==> config.mk <==
export PLATFORM = sky130hd
export DESIGN_NAME = qfl_mul
export DESIGN_NICKNAME = d
export VERILOG_FILES = /design/src/design/qfl_pkg.sv /design/src/design/qfl_mul.sv
export SDC_FILE = /design/constraint.sdc
export NUM_CORES = 2
export LEC_CHECK = 0
export BUFFER_PORTS_ARGS = -buffer_cell sky130_fd_sc_hd__buf_2
export CORE_MARGIN = 5
export CORE_UTILIZATION = 55
export CTS_CLUSTER_DIAMETER = 40
export DETAILED_ROUTE_END_ITERATION = 10
export PLACE_DENSITY = 0.73
export SETUP_SLACK_MARGIN = 0.3
export SYNTH_ARGS = -nofsm -noshare
export SYNTH_HDL_FRONTEND = slang
export SYNTH_SLANG_ARGS = --single-unit
==> constraint.sdc <==
create_clock -name clk -period 14.2 [get_ports clk]
set_input_delay 2.13 -clock clk [delete_from_list [all_inputs] [get_ports clk]]
set_output_delay 2.13 -clock clk [all_outputs]
set_load 0.01 [all_outputs]
==> src/design/qfl_pkg.sv <==
package qfl_pkg;

    // Fixed-point limits
    localparam logic signed [31:0] INT32_MAX = 32'sh7FFF_FFFF;
    localparam logic signed [31:0] INT32_MIN = 32'sh8000_0000;

    // Configuration register indexes
    localparam int CFG_ADDR_W = 3;
    localparam logic [CFG_ADDR_W-1:0] CFG_TIME_CONSTANT = 3'd0;
    localparam logic [CFG_ADDR_W-1:0] CFG_MASS          = 3'd1;
    localparam logic [CFG_ADDR_W-1:0] CFG_GRAVITY       = 3'd2;
    localparam logic [CFG_ADDR_W-1:0] CFG_INERTIA_X     = 3'd3;
    localparam logic [CFG_ADDR_W-1:0] CFG_INERTIA_Y     = 3'd4;
    localparam logic [CFG_ADDR_W-1:0] CFG_INERTIA_Z     = 3'd5;
    localparam logic [CFG_ADDR_W-1:0] CFG_ROTOR_INERTIA = 3'd6;
    localparam int CFG_W = 31;

    localparam logic [CFG_W-1:0] RST_TIME_CONSTANT = 31'd65536;
    localparam logic [CFG_W-1:0] RST_MASS          = 31'd65536;
    localparam logic [CFG_W-1:0] RST_GRAVITY       = 31'd642908;
    localparam logic [CFG_W-1:0] RST_INERTIA       = 31'd65536;
    localparam logic [CFG_W-1:0] RST_ROTOR_INERTIA = 31'd0;

    // Angle to phase of one turn, 2^32 / (2*pi) scaled
    localparam logic signed [31:0] INV_TWO_PI_Q32 = 32'sd683565276;
    localparam logic signed [31:0] INVALID_COS_GAIN = 32'sd100;

    // Divider
    localparam int DIV_NUM_W = 64;
    localparam int DIV_DEN_W = 37;
    localparam int DIV_STEPS = 33;
    localparam int DIV_CNT_W = $clog2(DIV_STEPS + 1);

    typedef struct packed {
        logic                 start;
        logic [DIV_NUM_W-1:0] num;
        logic [DIV_DEN_W-1:0] den;
    } div_req_t;

    typedef struct packed {
        logic                 done;
        logic [DIV_STEPS-1:0] quot;
        logic                 ovf;
    } div_rsp_t;

    // Cosine table
    localparam int COS_TABLE_BITS = 10;
    localparam int COS_R_W        = COS_TABLE_BITS - 2;
    localparam int COS_ADDR_W     = COS_TABLE_BITS - 1;
    localparam int COS_LUT_DEPTH  = 1 << COS_ADDR_W;
    localparam int COS_QUARTER    = 1 << COS_R_W;
    localparam int COS_VAL_W      = 17;
    localparam logic [63:0] Q30_ONE     = 64'd1 << 30;
    localparam logic [63:0] TWO_PI_Q30  = 64'd6746518852;

    typedef logic [COS_VAL_W-1:0] cos_lut_t [COS_LUT_DEPTH];

    // Entry layout: {want_sin, r}; entries past an eighth of a turn are unused
    function automatic cos_lut_t build_cos_lut();
        cos_lut_t    lut;
        logic [63:0] r;
        logic [63:0] t;
        logic [63:0] u;
        logic [63:0] h;
        logic [63:0] v;
        logic        ws;
        for (int i = 0; i < COS_LUT_DEPTH; i++) begin
            r  = 64'(i) & 64'(COS_QUARTER - 1);
            ws = ((i >> COS_R_W) & 1) != 0;
            if (r > 64'(COS_QUARTER / 2)) begin
                lut[i] = '0;
            end
            else begin
                t = (r * TWO_PI_Q30) >> COS_TABLE_BITS;
                u = (t * t) >> 30;
                if (ws) begin
                    h = Q30_ONE - u / 72;
                    h = Q30_ONE - ((u * h) >> 30) / 42;
                    h = Q30_ONE - ((u * h) >> 30) / 20;
                    h = Q30_ONE - ((u * h) >> 30) / 6;
                    v = (t * h) >> 30;
                end
                else begin
                    h = Q30_ONE - u / 90;
                    h = Q30_ONE - ((u * h) >> 30) / 56;
                    h = Q30_ONE - ((u * h) >> 30) / 30;
                    h = Q30_ONE - ((u * h) >> 30) / 12;
                    h = Q30_ONE - ((u * h) >> 30) / 2;
                    v = h;
                end
                v = (v + 64'd8192) >> 14;
                lut[i] = COS_VAL_W'(v);
            end
        end
        return lut;
    endfunction

    localparam cos_lut_t COS_LUT = build_cos_lut();

    // Saturating helpers
    function automatic logic signed [31:0] sat_add(input logic signed [31:0] a,
                                                   input logic signed [31:0] b);
        logic signed [32:0] s;
        s = 33'(a) + 33'(b);
        if (s[32] != s[31]) begin
            return s[32] ? INT32_MIN : INT32_MAX;
        end
        return s[31:0];
    endfunction

    function automatic logic signed [31:0] sat_sub(input logic signed [31:0] a,
                                                   input logic signed [31:0] b);
        logic signed [32:0] s;
        s = 33'(a) - 33'(b);
        if (s[32] != s[31]) begin
            return s[32] ? INT32_MIN : INT32_MAX;
        end
        return s[31:0];
    endfunction

    function automatic logic signed [31:0] sat_neg(input logic signed [31:0] a);
        if (a == INT32_MIN) begin
            return INT32_MAX;
        end
        return -a;
    endfunction

    function automatic logic signed [31:0] sat_wide(input logic signed [63:0] p);
        if (p > 64'sd2147483647) begin
            return INT32_MAX;
        end
        if (p < -64'sd2147483648) begin
            return INT32_MIN;
        end
        return p[31:0];
    endfunction

    // Q16.16 product: round to nearest, ties up, then saturate
    function automatic logic signed [31:0] round_q16(input logic signed [63:0] p);
        logic signed [63:0] q;
        q = (p + 64'sd32768) >>> 16;
        return sat_wide(q);
    endfunction

endpackage

==> src/design/qfl_mul.sv <==
module qfl_mul (
    input  logic               clk,
    input  logic               load,
    input  logic signed [31:0] a,
    input  logic signed [31:0] b,
    output logic signed [63:0] prod,
    output logic signed [31:0] res_round,
    output logic signed [31:0] res_sat
);

    logic signed [31:0] a_reg;
    logic signed [31:0] b_reg;
    logic signed [63:0] prod_reg;

    // Operands registered, then one product register
    always_ff @(posedge clk) begin
        if (load) begin
            a_reg <= a;
            b_reg <= b;
        end
        prod_reg <= a_reg * b_reg;
    end

    assign prod      = prod_reg;
    assign res_round = qfl_pkg::round_q16(prod_reg);
    assign res_sat   = qfl_pkg::sat_wide(prod_reg);

endmodule

After elaboration in Yosys (flattened, before gate mapping)
Cells that the tools add are included.
{"block": "totals", "ramBits": 0, "inputBits": 66, "mem_bits_ro": 0, "latchBits": 0, "mem_count": 0, "register_bits": 128, "output_inout_bits": 128, "elab_cells": 23}
{"block": "classes", "shifts": 0, "n_div": 0, "bitwise_logic": 0, "n_mul": 1, "mux": 14, "eq_ne": 0, "reduce_logical": 0, "order_cmp": 4, "n_addsub": 1}
{"op": "two-way mux 32 bit", "count": 8}
{"op": "adder 64 x 17 -> 64 bit, second input constant", "count": 1}
{"op": "> comparator 64 x 32 -> 1 bit, second input constant", "count": 1}
{"op": "< comparator 64 x 32 -> 1 bit, second input constant", "count": 1}
{"op": "multiplier 32 x 32 -> 64 bit", "count": 1}
{"op": "> comparator 48 x 32 -> 1 bit, second input constant", "count": 1}
{"op": "< comparator 48 x 32 -> 1 bit, second input constant", "count": 1}
{"op": "two-way mux 1 bit", "count": 6}

Depth between registers and ports, before layout
{"block": "depth", "word_depth": 6, "ltp_mapped": 29}

Least setup slack after synthesis
No wires, ideal clock.
{"block": "synth_timing", "path_kind": "flip-flop to flip-flop", "from": "reg a_reg[31]", "to": "reg prod_reg[60] (netlist: prod[60])", "path_stages_with_launch": 26, "path_slack_ps": 6061, "t_arrival_ps": 8067, "synth_period_minus_slack_ps": 8139, "n_path_buf": 2, "setup_time_ps": 72, "cell_sequence": "edfxtp_1 clkbuf_1 nand2_1 inv_1 fa_1 inv_1 fa_1 inv_1 fa_1 fa_1 inv_1 fa_1 inv_1 fa_1 fa_1 fa_1 ha_1 clkbuf_1 nand3_1 or3_1 nor4_1 o211ai_1 o211a_1 or4_1 nand3_1 xor2_1"}
{"block": "synth_between", "elab_chain_len": 1}
{"item": "start, declared", "line_no": "qfl_mul.sv:11", "text": "logic signed [31:0] a_reg;"}
{"item": "start signal, assigned", "line_no": "qfl_mul.sv:18", "text": "a_reg <= a;"}
{"item": "multiplier 32 x 32 -> 64 bit", "line_no": "qfl_mul.sv:21", "text": "prod_reg <= a_reg * b_reg;"}
{"item": "end signal, assigned", "line_no": "qfl_mul.sv:21"}
{"item": "end, declared", "line_no": "qfl_mul.sv:13", "text": "logic signed [63:0] prod_reg;"}
Every way passes these cells.
A chain may end at the register's enable or synchronous reset.

Worst setup path in the final report
{"block": "layout_timing", "from": "reg b_reg[2]", "to": "reg prod_reg[60] (netlist: prod[60])"}
{"block": "layout_between", "elab_chain_len": 1}
{"item": "start, declared", "line_no": "qfl_mul.sv:12", "text": "logic signed [31:0] b_reg;"}
{"item": "start signal, assigned", "line_no": "qfl_mul.sv:19", "text": "b_reg <= b;"}
{"item": "multiplier 32 x 32 -> 64 bit", "line_no": "qfl_mul.sv:21"}
Every way passes these cells.

==> summary.md <==
| Metric | Value |
|---|---|
| Synth top area share | 0.5296 |
| Overall fraction of global-route tracks in use | 0.2905 |
| Boundary pin count | 194 |
| Yosys top cell by area | sky130_fd_sc_hd__fa_1 |
| Slew margin rel. | 0.3055 |
| Fin Setup TNS | 0 ns |
| RePlAce Congestion | around 0.96 |
| Critical path required time | about 15 ns |
| Sequential fraction of the synthesis area | 0.07832 |
| Final nets | between 5000 and 6000 |
| Router iterations before antenna repair | 7 |
| Run status | completed |
| Type of the worst setup path | register to register |
| Die Height | around 280 microns |
| Post-Syn Nets | 5613 |
| Max-cap violation count | 0 |
| Cts-stage hold buffer count | 0 |
| Highest fanout seen on the critical path | 32 |
| Final Hold Fails | 0 |
| Total buffers and inverters traversed by the critical path | 9 |
| H-tree levels | 4 |
| Total setup buffers inserted after CTS | 0 |
| Period minus WS final | 8.874 ns |
| Detailed Route Iter0 Violations | 2008 |
| Wire length of the first global-routing pass | 178100 microns |
| Clk_lat worst skew | 0.51 ns |
| Slowest stage cell on the critical path | sky130_fd_sc_hd__fa_1 |
| Synth Flop Type | sky130_fd_sc_hd__edfxtp_1 |
| Transition time at the pin with the least slew margin | around 1.0 ns |
| Buffer type at the clock tree root | sky130_fd_sc_hd__clkbuf_16 |
| Met2 layer wire length in the routed design | 54350 microns |
| Max Freq | 0.1127 GHz |
| Mean number of vias per cell | roughly 5.5 |
| Number of global-route vias before repair | between 30000 and 40000 |
| RSZ-0062 raised after global routing | false |
| Crit-path max cell delay | 1.00 ns |
| Area added between synthesis and finish | 5.948% |
| Average wire length per cell after detail routing | 20.55 microns |
| Final worst-path cycle share | 0.6249 |
| HPWL reported at the end of detailed placement | 85710 microns |
| Unique cell type count in the Yosys netlist | 64 |
| Met1 layer wirelength in the final routing | 39760 microns |
| Buffers added on ports | 193 |
| Aggregate global routing overflow | 0 |
| Initial antenna violation count | 1 |
| Uppermost signal routing layer after detailed routing | met5 |
| Synth Register Bits | 128 |
| Total length of routed met3 wires | between 7000 and 8000 microns |
| Worst-case clock skew | approximately 0.03 ns |
| Clock slew at reported path FFs | 0.08 ns |
| Largest net degree at the start of global routing | 65 |
| Cell area after synthesis | 40900 sq um |
| Post-route ant nets | 0 |
| CTS max path bufs | 2 |
| Overall die area | 79910 sq um |
| Routed via count | 29360 |
| Std-Cell Rows | 100 |
| CTS tree | yes |
| Post-synth EDFFs | 64 |
| Worst min-delay path category | register to register |
| Setup slack after layout | around 5.3 ns |
| Critical path endpoint category | register |
| Post-synth ARST share | 0 |
| Critical path data arrival time | a little over 9 ns |
| Type of element launching the critical path | register |
| Category of cells accounting for the largest share of critical-path delay | adder cells |
| Cell with the most instances after synthesis | sky130_fd_sc_hd__fa_1 |
| DRC viols | 0 |
| Cts bufs inserted | 17 |
| TritonCTS sink count | 128 |
| Yosys warning count | 0 |
| PostCTS Resize Cnt | 0 |
| Final setup fails | 0 |
| Total count of max-transition violations in the final report | 0 |
| Number of flip-flops under the largest register name | 64 |
| Diode count | 0 |
| Pre-CTS WS | 5.421 ns |
| Average instance area after synthesis | 9.555 sq um |
| Dominant cells by area after synthesis | sky130_fd_sc_hd__fa_1 (53%), sky130_fd_sc_hd__inv_1 (9.3%), sky130_fd_sc_hd__and2_1 (7.3%), sky130_fd_sc_hd__ha_1 (5.7%), sky130_fd_sc_hd__nand2_1 (5.4%) |
| Proportion of layout cells with a drive suffix above 1 | 0.07151 |
| Top cells by count, synth | sky130_fd_sc_hd__fa_1 (1082), sky130_fd_sc_hd__inv_1 (1017), sky130_fd_sc_hd__nand2_1 (583) |
| Final WL | 109300 microns |
| Die boundary width | around 280 microns |
| Initial core utilization | 0.5521 |
| Number of standard cells after synthesis | 4280 |
| Core box area | 74070 sq um |
## worst reg2reg max path, stage by stage, from the launching register on
cell and delay (ns):
sky130_fd_sc_hd__edfxtp_1 0.38, sky130_fd_sc_hd__buf_4 0.26, sky130_fd_sc_hd__nand2_1 0.14, sky130_fd_sc_hd__inv_1 0.09, sky130_fd_sc_hd__fa_1 0.55, sky130_fd_sc_hd__inv_1 0.08
sky130_fd_sc_hd__fa_1 0.56, sky130_fd_sc_hd__inv_1 0.06, sky130_fd_sc_hd__fa_1 0.73, sky130_fd_sc_hd__fa_1 1.01, sky130_fd_sc_hd__inv_1 0.42, sky130_fd_sc_hd__fa_1 0.59
sky130_fd_sc_hd__inv_1 0.05, sky130_fd_sc_hd__fa_1 0.47, sky130_fd_sc_hd__inv_1 0.05, sky130_fd_sc_hd__fa_1 0.52, sky130_fd_sc_hd__inv_1 0.05, sky130_fd_sc_hd__fa_1 0.48
sky130_fd_sc_hd__ha_1 0.39, sky130_fd_sc_hd__inv_1 0.09, sky130_fd_sc_hd__or3_1 0.40, sky130_fd_sc_hd__nor4_1 0.28, sky130_fd_sc_hd__o211ai_1 0.15, sky130_fd_sc_hd__o211a_1 0.22
sky130_fd_sc_hd__or4_1 0.55, sky130_fd_sc_hd__nand3_1 0.12, sky130_fd_sc_hd__xor2_1 0.14
## area by class of cell
| class | instances | area (sq um) |
|---|---|---|
| Clock buffer | 22 | 506.7 |
| Tap cell | 969 | 1212 |
| Inverter | 1017 | 3817 |
| Timing Repair Buffer | 263 | 1494 |
| Clock inverter | 10 | 71.32 |
| Fill cell | 6311 | 30740 |
| Multi-Input combinational cell | 2909 | 33020 |
| Sequential cell | 128 | 3203 |
## final timing paths
path / start / end / slack, ns / cells after the start
setup / recovery: b_reg[2] / prod[60] / 5.33 / 26
hold / removal: b_reg[0] / prod[0] / 0.90 / 2
setup reg to reg: b_reg[2] / prod[60] / 5.33 / 26
hold reg to reg: b_reg[0] / prod[0] / 0.90 / 2
## through the flow
stage                     hold slack (ns)  instance area (sq um)  utilization  instances
after floorplan                    0.5084                  40900            -       4280
after global placement             0.8563                  42750       0.5772       5286
after detailed placement           0.8698                  42750       0.5772       5286
after CTS                          0.9000                  43330       0.5850       5318
after global routing               0.9121                  43330       0.5850       5318
final                              0.8997                  43330       0.5850       5318
## routing by layer
metal	up-vias	track usage
li1	12530	-
met1	15190	0.3524
met2	1285	0.4974
met3	356	0.04424
met4	2	0.1666
met5	-	0.005963
## logic make-up (layout without fill, tap and decap cells)
group / after synthesis / in the layout / share of synthesized area
mux: 2 / 2 / 0.0005201
fa+ha+maj: 1267 / 1267 / 0.5862
simple gates: 1251 / 1251 / 0.1530
compound gates: 279 / 279 / 0.04354
flops: 128 / 128 / 0.07832
xor+xnor: 110 / 110 / 0.02356
buf+inv: 1243 / 1312 / 0.1149
## cells in the final DEF, fill, tap and decap left out, types with 4 or more instances in the layout
| master | n |
|---|---|
| sky130_fd_sc_hd__ha_1 | 185 |
| sky130_fd_sc_hd__nor2_1 | 55 |
| sky130_fd_sc_hd__nand2b_1 | 11 |
| sky130_fd_sc_hd__nor4_1 | 11 |
| sky130_fd_sc_hd__buf_2 | 192 |
| sky130_fd_sc_hd__o21bai_1 | 12 |
| sky130_fd_sc_hd__a31oi_1 | 6 |
| sky130_fd_sc_hd__fa_1 | 1082 |
| sky130_fd_sc_hd__and4_1 | 6 |
| sky130_fd_sc_hd__o31ai_1 | 5 |
| sky130_fd_sc_hd__xor2_1 | 44 |
| sky130_fd_sc_hd__o211a_1 | 4 |
| sky130_fd_sc_hd__nor3_1 | 14 |
| sky130_fd_sc_hd__edfxtp_1 | 64 |
| sky130_fd_sc_hd__nor2b_1 | 4 |
| sky130_fd_sc_hd__a21oi_1 | 72 |
| sky130_fd_sc_hd__a21o_1 | 68 |
| sky130_fd_sc_hd__nand3_1 | 30 |
| sky130_fd_sc_hd__o21ai_0 | 45 |
| sky130_fd_sc_hd__nand2_1 | 583 |
| sky130_fd_sc_hd__dfxtp_1 | 64 |
| sky130_fd_sc_hd__xnor2_1 | 66 |
| sky130_fd_sc_hd__inv_1 | 1017 |
| sky130_fd_sc_hd__and2_1 | 476 |
| sky130_fd_sc_hd__a211oi_1 | 4 |
| sky130_fd_sc_hd__and3_1 | 18 |
| sky130_fd_sc_hd__clkbuf_16 | 19 |
| sky130_fd_sc_hd__o21ai_1 | 29 |
| sky130_fd_sc_hd__nand4_1 | 26 |
| sky130_fd_sc_hd__buf_4 | 71 |
Power is not shown: default switching activity piles up to over one toggle a cycle in this logic, so the estimate is an artifact.
