**src/design/qfl_pkg.sv**
```systemverilog
package qfl_pkg;

    // Fixed-point limits
    localparam logic signed [31:0] INT32_MAX = 32'sh7FFF_FFFF;
    localparam logic signed [31:0] INT32_MIN = 32'sh8000_0000;

    // Configuration register indexes
    localparam int CFG_ADDR_W = 3;
    localparam logic [CFG_ADDR_W-1:0] CFG_TIME_CONSTANT = 3'd0;
    localparam logic [CFG_ADDR_W-1:0] CFG_MASS          = 3'd1;
    localparam logic [CFG_ADDR_W-1:0] CFG_GRAVITY       = 3'd2;
    localparam logic [CFG_ADDR_W-1:0] CFG_INERTIA_X     = 3'd3;
    localparam logic [CFG_ADDR_W-1:0] CFG_INERTIA_Y     = 3'd4;
    localparam logic [CFG_ADDR_W-1:0] CFG_INERTIA_Z     = 3'd5;
    localparam logic [CFG_ADDR_W-1:0] CFG_ROTOR_INERTIA = 3'd6;
    localparam int CFG_W = 31;

    localparam logic [CFG_W-1:0] RST_TIME_CONSTANT = 31'd65536;
    localparam logic [CFG_W-1:0] RST_MASS          = 31'd65536;
    localparam logic [CFG_W-1:0] RST_GRAVITY       = 31'd642908;
    localparam logic [CFG_W-1:0] RST_INERTIA       = 31'd65536;
    localparam logic [CFG_W-1:0] RST_ROTOR_INERTIA = 31'd0;

    // Angle to phase of one turn, 2^32 / (2*pi) scaled
    localparam logic signed [31:0] INV_TWO_PI_Q32 = 32'sd683565276;
    localparam logic signed [31:0] INVALID_COS_GAIN = 32'sd100;

    // Divider
    localparam int DIV_NUM_W = 64;
    localparam int DIV_DEN_W = 37;
    localparam int DIV_STEPS = 33;
    localparam int DIV_CNT_W = $clog2(DIV_STEPS + 1);

    typedef struct packed {
        logic                 start;
        logic [DIV_NUM_W-1:0] num;
        logic [DIV_DEN_W-1:0] den;
    } div_req_t;

    typedef struct packed {
        logic                 done;
        logic [DIV_STEPS-1:0] quot;
        logic                 ovf;
    } div_rsp_t;

    // Cosine table
    localparam int COS_TABLE_BITS = 10;
    localparam int COS_R_W        = COS_TABLE_BITS - 2;
    localparam int COS_ADDR_W     = COS_TABLE_BITS - 1;
    localparam int COS_LUT_DEPTH  = 1 << COS_ADDR_W;
    localparam int COS_QUARTER    = 1 << COS_R_W;
    localparam int COS_VAL_W      = 17;
    localparam logic [63:0] Q30_ONE     = 64'd1 << 30;
    localparam logic [63:0] TWO_PI_Q30  = 64'd6746518852;

    typedef logic [COS_VAL_W-1:0] cos_lut_t [COS_LUT_DEPTH];

    // Entry layout: {want_sin, r}; entries past an eighth of a turn are unused
    function automatic cos_lut_t build_cos_lut();
        cos_lut_t    lut;
        logic [63:0] r;
        logic [63:0] t;
        logic [63:0] u;
        logic [63:0] h;
        logic [63:0] v;
        logic        ws;
        for (int i = 0; i < COS_LUT_DEPTH; i++) begin
            r  = 64'(i) & 64'(COS_QUARTER - 1);
            ws = ((i >> COS_R_W) & 1) != 0;
            if (r > 64'(COS_QUARTER / 2)) begin
                lut[i] = '0;
            end
            else begin
                t = (r * TWO_PI_Q30) >> COS_TABLE_BITS;
                u = (t * t) >> 30;
                if (ws) begin
                    h = Q30_ONE - u / 72;
                    h = Q30_ONE - ((u * h) >> 30) / 42;
                    h = Q30_ONE - ((u * h) >> 30) / 20;
                    h = Q30_ONE - ((u * h) >> 30) / 6;
                    v = (t * h) >> 30;
                end
                else begin
                    h = Q30_ONE - u / 90;
                    h = Q30_ONE - ((u * h) >> 30) / 56;
                    h = Q30_ONE - ((u * h) >> 30) / 30;
                    h = Q30_ONE - ((u * h) >> 30) / 12;
                    h = Q30_ONE - ((u * h) >> 30) / 2;
                    v = h;
                end
                v = (v + 64'd8192) >> 14;
                lut[i] = COS_VAL_W'(v);
            end
        end
        return lut;
    endfunction

    localparam cos_lut_t COS_LUT = build_cos_lut();

    // Saturating helpers
    function automatic logic signed [31:0] sat_add(input logic signed [31:0] a,
                                                   input logic signed [31:0] b);
        logic signed [32:0] s;
        s = 33'(a) + 33'(b);
        if (s[32] != s[31]) begin
            return s[32] ? INT32_MIN : INT32_MAX;
        end
        return s[31:0];
    endfunction

    function automatic logic signed [31:0] sat_sub(input logic signed [31:0] a,
                                                   input logic signed [31:0] b);
        logic signed [32:0] s;
        s = 33'(a) - 33'(b);
        if (s[32] != s[31]) begin
            return s[32] ? INT32_MIN : INT32_MAX;
        end
        return s[31:0];
    endfunction

    function automatic logic signed [31:0] sat_neg(input logic signed [31:0] a);
        if (a == INT32_MIN) begin
            return INT32_MAX;
        end
        return -a;
    endfunction

    function automatic logic signed [31:0] sat_wide(input logic signed [63:0] p);
        if (p > 64'sd2147483647) begin
            return INT32_MAX;
        end
        if (p < -64'sd2147483648) begin
            return INT32_MIN;
        end
        return p[31:0];
    endfunction

    // Q16.16 product: round to nearest, ties up, then saturate
    function automatic logic signed [31:0] round_q16(input logic signed [63:0] p);
        logic signed [63:0] q;
        q = (p + 64'sd32768) >>> 16;
        return sat_wide(q);
    endfunction

endpackage

```
**src/design/qfl_div.sv**
```systemverilog
module qfl_div (
    input  logic              clk,
    input  logic              rst_n,
    input  qfl_pkg::div_req_t req,
    output qfl_pkg::div_rsp_t rsp
);

    logic                              busy_reg;
    logic                              done_reg;
    logic                              ovf_reg;
    logic [qfl_pkg::DIV_CNT_W-1:0]     cnt_reg;
    logic [qfl_pkg::DIV_DEN_W-1:0]     rem_reg;
    logic [qfl_pkg::DIV_DEN_W-1:0]     den_reg;
    logic [qfl_pkg::DIV_STEPS-1:0]     shreg_reg;
    logic [qfl_pkg::DIV_DEN_W:0]       trial;
    logic                              ge;
    logic                              too_big;

    // Quotient must fit DIV_STEPS bits, else flag overflow
    assign too_big = {{(qfl_pkg::DIV_DEN_W - (qfl_pkg::DIV_NUM_W - qfl_pkg::DIV_STEPS)){1'b0}},
                      req.num[qfl_pkg::DIV_NUM_W-1:qfl_pkg::DIV_STEPS]} >= req.den;
    assign trial   = {rem_reg, shreg_reg[qfl_pkg::DIV_STEPS-1]};
    assign ge      = trial >= {1'b0, den_reg};

    always_ff @(posedge clk or negedge rst_n) begin
        if (!rst_n) begin
            busy_reg <= 1'b0;
            done_reg <= 1'b0;
            ovf_reg  <= 1'b0;
            cnt_reg  <= '0;
        end
        else begin
            done_reg <= 1'b0;
            if (req.start) begin
                ovf_reg <= too_big;
                if (too_big) begin
                    done_reg <= 1'b1;
                end
                else begin
                    busy_reg <= 1'b1;
                    cnt_reg  <= qfl_pkg::DIV_CNT_W'(qfl_pkg::DIV_STEPS);
                end
            end
            else if (busy_reg) begin
                cnt_reg <= cnt_reg - 1'b1;
                if (cnt_reg == qfl_pkg::DIV_CNT_W'(1)) begin
                    busy_reg <= 1'b0;
                    done_reg <= 1'b1;
                end
            end
        end
    end

    // Restoring division, one quotient bit a cycle
    always_ff @(posedge clk) begin
        if (req.start) begin
            den_reg   <= req.den;
            rem_reg   <= qfl_pkg::DIV_DEN_W'(req.num[qfl_pkg::DIV_NUM_W-1:qfl_pkg::DIV_STEPS]);
            shreg_reg <= req.num[qfl_pkg::DIV_STEPS-1:0];
        end
        else if (busy_reg) begin
            rem_reg   <= ge ? qfl_pkg::DIV_DEN_W'(trial - {1'b0, den_reg})
                            : trial[qfl_pkg::DIV_DEN_W-1:0];
            shreg_reg <= {shreg_reg[qfl_pkg::DIV_STEPS-2:0], ge};
        end
    end

    assign rsp.done = done_reg;
    assign rsp.quot = shreg_reg;
    assign rsp.ovf  = ovf_reg;

endmodule

```
**config.mk**
```make
export PLATFORM = sky130hd
export DESIGN_NAME = qfl_div
export DESIGN_NICKNAME = d
export VERILOG_FILES = /design/src/design/qfl_pkg.sv /design/src/design/qfl_div.sv
export SDC_FILE = /design/constraint.sdc
export NUM_CORES = 1
export LEC_CHECK = 0
export ABC_AREA = 1
export BUFFER_PORTS_ARGS = -buffer_cell sky130_fd_sc_hd__buf_2
export CAP_MARGIN = 10
export CORE_MARGIN = 2
export CORE_UTILIZATION = 25
export CTS_CLUSTER_DIAMETER = 150
export CTS_CLUSTER_SIZE = 14
export DETAILED_ROUTE_END_ITERATION = 12
export HOLD_SLACK_MARGIN = 0.12
export PLACE_DENSITY_LB_ADDON = 0.05
export SETUP_SLACK_MARGIN = 0.2
export SLEW_MARGIN = 20
export SYNTH_ARGS = -nofsm -noshare
export SYNTH_HDL_FRONTEND = slang
export SYNTH_SLANG_ARGS = --single-unit
```
**constraint.sdc**
```tcl
create_clock -name clk -period 6.1 [get_ports clk]
set_clock_uncertainty 0.2 [all_clocks]
set_input_delay 0.61 -clock clk [delete_from_list [all_inputs] [get_ports clk]]
set_output_delay 0.61 -clock clk [all_outputs]
set_load 0.05 [all_outputs]
```
Yosys cells after proc, flatten, opt, wreduce, memory -nomap -nowiden
Cells that the tools add are included.

Register bits: 116. Latch bits: 0. Bits in writable memories: 0. Bits in read-only memories: 0. Bits of input ports: 104. Output and inout bits: 35. Word-level logic and storage cells: 32. Memories kept: 0.

Add/subtract/negate cells: 2. Multiply operators: 0. Divide/modulo/power cells: 0. Magnitude comparators: 2. Equal/unequal tests: 2. Shift-type cells: 0. Mux-type cells: 16. Bitwise logic cells: 0. Reduce and logical (&&, ||, !) cells: 2.

Operators by type and width (count): $mux W33 (2); $mux W31 (2); $ge A38 B37 Y1 (1); $ge A31 B37 Y1 (1); $mux W37 (1); $sub A37 B37 Y37 (1); $mux W6 (3); $mux W1 (8); $eq A6 B1 Y1 const B (1); $sub A6 B1 Y6 const B (1); $ne A2 B2 Y1 const B (1); $reduce_and A2 Y1 (1); $reduce_bool A2 Y1 (1).

Longest topological paths before layout
Depth in word-level cells: 4. Gate-level depth with buffers: 17. Gate-level depth less buffers: 17.

Worst setup path after synthesis
No wires, ideal clock.

Kind: register to register. Start point: register shreg_reg[32] (netlist name). End point: register rem_reg[17] (netlist name), data pin. Setup time: 0.253 ns. Arrival: 2.424 ns. Data required time: 5.647 ns. Slack: 3.223 ns. Cell stages (with the launch flop): 17. Path buffers: 1. Clock period less this slack: 2.877 ns. Cell sequence: edfxtp_1 -> inv_1 -> ha_1 -> fa_1 -> nor2_4 -> nand2_2 -> nand3_2 -> nand2_1 -> nand2_2 -> nand2_2 -> nand2_2 -> nand2_4 -> nand2_4 -> buf_4 -> nand2_1 -> nand3_1 -> nand2_1.

Longest elaborated chain between the ends: 4. Elaborated cells on any way between the ends: 5. Those cells by class: 1 x add/sub; 1 x order compare; 3 x mux.

Ends and longest elaborated chain: start: declaration (line qfl_div.sv:14) `logic [qfl_pkg::DIV_STEPS-1:0] shreg_reg;`; start signal: assignment (line qfl_div.sv:59) `shreg_reg <= req.num[qfl_pkg::DIV_STEPS-1:0];`; start signal: assignment (line qfl_div.sv:64) `shreg_reg <= {shreg_reg[qfl_pkg::DIV_STEPS-2:0], ge};`; $sub A37 B37 Y37 / $ge A38 B37 Y1 (equally long branches) (line qfl_div.sv:62, qfl_div.sv:23); $mux W37 (*) (line qfl_div.sv:62) `rem_reg <= ge ? qfl_pkg::DIV_DEN_W'(trial - {1'b0, den_reg})`; $mux W31 (*) (line qfl_div.sv:61) `else if (busy_reg) begin`; $mux W31 (*) (line qfl_div.sv:56) `if (req.start) begin`; end signal: assignment (line qfl_div.sv:58) `rem_reg <= qfl_pkg::DIV_DEN_W'(req.num[qfl_pkg::DIV_NUM_W-1:qfl_pkg::DIV_STEPS]);`; end signal: assignment (line qfl_div.sv:62); end: declaration (line qfl_div.sv:12) `logic [qfl_pkg::DIV_DEN_W-1:0] rem_reg;`.

Mark *: on every way between the ends. The rest lies on a longest branch, timed or not. The select of a mux whose other input is x is not followed. A chain may end at the register's enable or synchronous reset.

Worst setup path in the final report
Start point: register shreg_reg[32] (netlist name). End point: register rem_reg[24] (netlist name), data pin.

Same word-level chain as after synthesis.

==> run_results.csv <==
group,metric,value,unit
run_status,status,"complete, no violations",
die,initial_core_util,25.5,%
sta,tightest_slew,0.926,ns
sta,rsz0062_at_grt,"false",
clock_network,cts_num_sinks,116,
die,placement_rows,68,
sta,hold_viol,0,
die,die-area,36900,um2
finish,stdcell_count,1824,
placement,io_buffers,138,
finish,multi_input_area,4560,um2
critical_path,cp_data_arrival_time,3.36,ns
sta,whs,0.166,ns
global_routing,overflow,0,
synth,ys_seq_area_share,38.2,%
sta,setup_violations,0,
placement,dp_cells,1792,
sta,clock.fmax,296,MHz
die,die_h,192,um
finish,fin_util,30.4,%
drt,num_vias,7868,
synth,syn_nets,1397,
critical_path,path_delay_family,"simple AND/OR/NAND/NOR gates",
finish,syn_to_final_growth,19.6,%
placement,place_congestion,0.813,
critical_path,cp_num_buf_inv,1,
global_routing,grt_use_total,15.8,%
critical_path,setup.worst_path.end_class,"flip-flop",
finish,regArea,3380,um2
global_routing,met2_usage,25.2,%
global_routing,grtUsageMet1,21.0,%
finish,drive_above_1_share,14.6,%
drt,viasPerCell,4.31,
clock_network,root_buffer,"clkbuf_16",
critical_path,required,6.08,ns
worst_hold_path,hold_path_class,"in -> reg",
clock_network,ctsHoldBuffers,1,
synth,yosys.area.top_type_share,34.3,%
clock_network,clockBufferDepth,2,
critical_path,cp_cell_sequence,"inv_1, ha_1, fa_1, nor2_4, nand2_2, nand3_2, nand2_1, nand2_2, nand2_2, nand2_2, nand2_4, nand2_4, nand2_1, nand3_1, nand2_1",
global_routing,grt_pass1_wl,44200,um
global_routing,grtUsageMet3,3.86,%
drt,drt_pass1_iterations,5,
clock_network,clk_pin_slew,0.06,ns
die,io-pin-count,139,
drt,drt_wl_total,27800,um
drt,drc,0,
pwr,leakagePower,5.59,nW
sta,relSlewSlack,38.0,%
finish,nets,1532,
clock_network,clock_latency,0.44,ns
clock_network,post_cts_resize_count,0,
pwr,vdd_drop_max,217,uV
synth,syn_avg_cell_area,7.23,um2
global_routing,antenna_found_initial,2,
die,die_x,192,um
clock_network,postCtsSetupRepairBufs,0,
die,fp.coreArea,34700,um2
sta,min_period_over_period,55.4,%
synth,synth-seq-cells,116,
job,maxCapViolCount,0,
clock_network,cts_made_buffers,17,
drt,drt_first_iter_violations,350,
pwr,total_power,4.43,mW
sta,layout_min_cycle_time,3.38,ns
synth,synthTopCellsByArea,"edfxtp_1 34%, nand2_1 21%, ha_1 9.9%, inv_1 7.9%, nand3_1 4.4%",
synth,yosysTopAreaCell,"edfxtp_1",
finish,fillers,3916,
critical_path,cp_slowest_stage_delay,0.51,ns
pwr,power-per-cell-area,419,nW/um2
global_routing,grt_max_degree,61,
critical_path,cp_max_fo,39,
critical_path,path_class,"reg -> reg",
global_routing,grt_pass1_vias,7933,
synth,yosysWarningCount,0,
synth,synthCells,1222,
clock_network,htreeDepth,4,
placement,dp_hpwl,21700,um
critical_path,cpMaxStageDelayCell,"nand2_4",
critical_path,start_kind,"flip-flop",
critical_path,worst_path_most_repeated_cell,"nand2_2",
synth,synth_area,8840,um2
drt,ant_nets,0,
clock_network,cts_tree,"done",
global_routing,busiest_layer,"met2",
synth,synth_cell_type_count,41,
sta,finalMaxSlewViolations,0,
drt,post_drt_wl_per_cell,15.2,um
sta,tns,0,ns
==> power breakdown <==
| group | leakage [nW] | total, mW | switching [mW] | internal [mW] |
|---|---|---|---|---|
| combinational | 4.08 | 2.20 | 1.45 | 0.753 |
| clock | 0.294 | 1.07 | 0.391 | 0.675 |
| sequential | 1.22 | 1.16 | 0.0941 | 1.07 |
| total | 5.59 | 4.43 | 1.93 | 2.49 |
==> cells by family (layout without fill, tap and decap cells) <==
group	count (synthesis)	count (layout)	share of synthesized area, %
AOI/OAI and AO/OA	73	73	4.59
and+or+nand+nor	722	722	34.9
DFF	116	116	38.2
buffers and inverters	220	366	10.1
other	0	1	0
xor gates and xnor gates	20	20	1.98
adders and majority gates	71	71	10.1
==> metal layers <==
layer,routed length [um],up-vias,part of all wire (%)
met5,11,-,0.040
met4,466,2,1.7
met3,1180,30,4.3
met2,12300,129,44
met1,13800,3568,50
li1,-,4139,-
==> through the flow <==
step	cell area (um2)	worst slack [ns]
after detailed placement	9960	2.65
after CTS	10600	2.66
final	10600	2.72
after global routing	10600	2.44
after floorplan	8840	3.22
after global placement	9960	2.73
==> worst register-to-register path: cells and delay by family, from the launching register on <==
kind / cells / cell delay (ns)
and+or+nand+nor: 12 / 1.79
adders and majority gates: 2 / 0.75
DFF: 1 / 0.34
buffers and inverters: 1 / 0.06
==> layout make-up <==
cell class              instances  share of cell area, %
diodes                          1                 0.0237
clock buffers                  19                   4.10
clock inverters                11                   1.53
inverters                     193                   6.86
multi-input cells             886                   43.2
flip-flops and latches        116                   32.0
well taps                     455                   5.39
repair buffers                143                   6.94
==> layout by cell type, fill, tap and decap left out, types with 3 or more instances in the layout <==
master     instances
buf_4              5
nor3_1             9
nand3b_1          40
inv_1            186
o21bai_1           4
dfrtp_1            9
clkbuf_16         17
xnor2_1           17
o21ai_0           14
xor2_1             3
buf_2            137
a21oi_1           42
or2_2              5
nand3_1           78
bufinv_16          4
o21a_1             3
nand2_2            8
clkinv_2           4
inv_2              7
ha_1              70
nand2_1          488
nand4_1            6
dfxtp_1            6
edfxtp_1         101
a21o_1             3
nor2_1            77
==> Yosys cell counts (all sizes together) <==
library cell  count
o21ai            15
edfxtp          101
o21bai            4
xnor2            17
fa                1
a21boi            1
nand3b           40
buf              18
nor2             79
ha               70
nor3b             2
and2              1
dfrtp             9
a31oi             2
o211ai            1
o21a              3
nand4             6
xor2              3
nor3             12
nand3            79
nand2           498
a21oi            44
or2               5
a21o              3
dfxtp             6
inv             193
clkbuf            9
==> path summary, 6_finish.rpt <==
kind                                               from  cells past startpoint  slack [ns]                endpoint
worst min register to register   cnt_reg[1]$_DFFE_PN0P_                      2        0.27  cnt_reg[1]$_DFFE_PN0P_
worst max-delay path            shreg_reg[32]$_DFFE_PP_                     15        2.72   rem_reg[24]$_DFFE_PP_
worst min-delay path                            req[12]                      1        0.17   den_reg[12]$_DFFE_PP_
max in group asynchronous                         rst_n                      2        5.11  cnt_reg[1]$_DFFE_PN0P_
min in group asynchronous                         rst_n                      2        0.38  cnt_reg[4]$_DFFE_PN0P_
worst max register to register  shreg_reg[32]$_DFFE_PP_                     15        2.72   rem_reg[24]$_DFFE_PP_
Power figures use the tool's default switching activity.
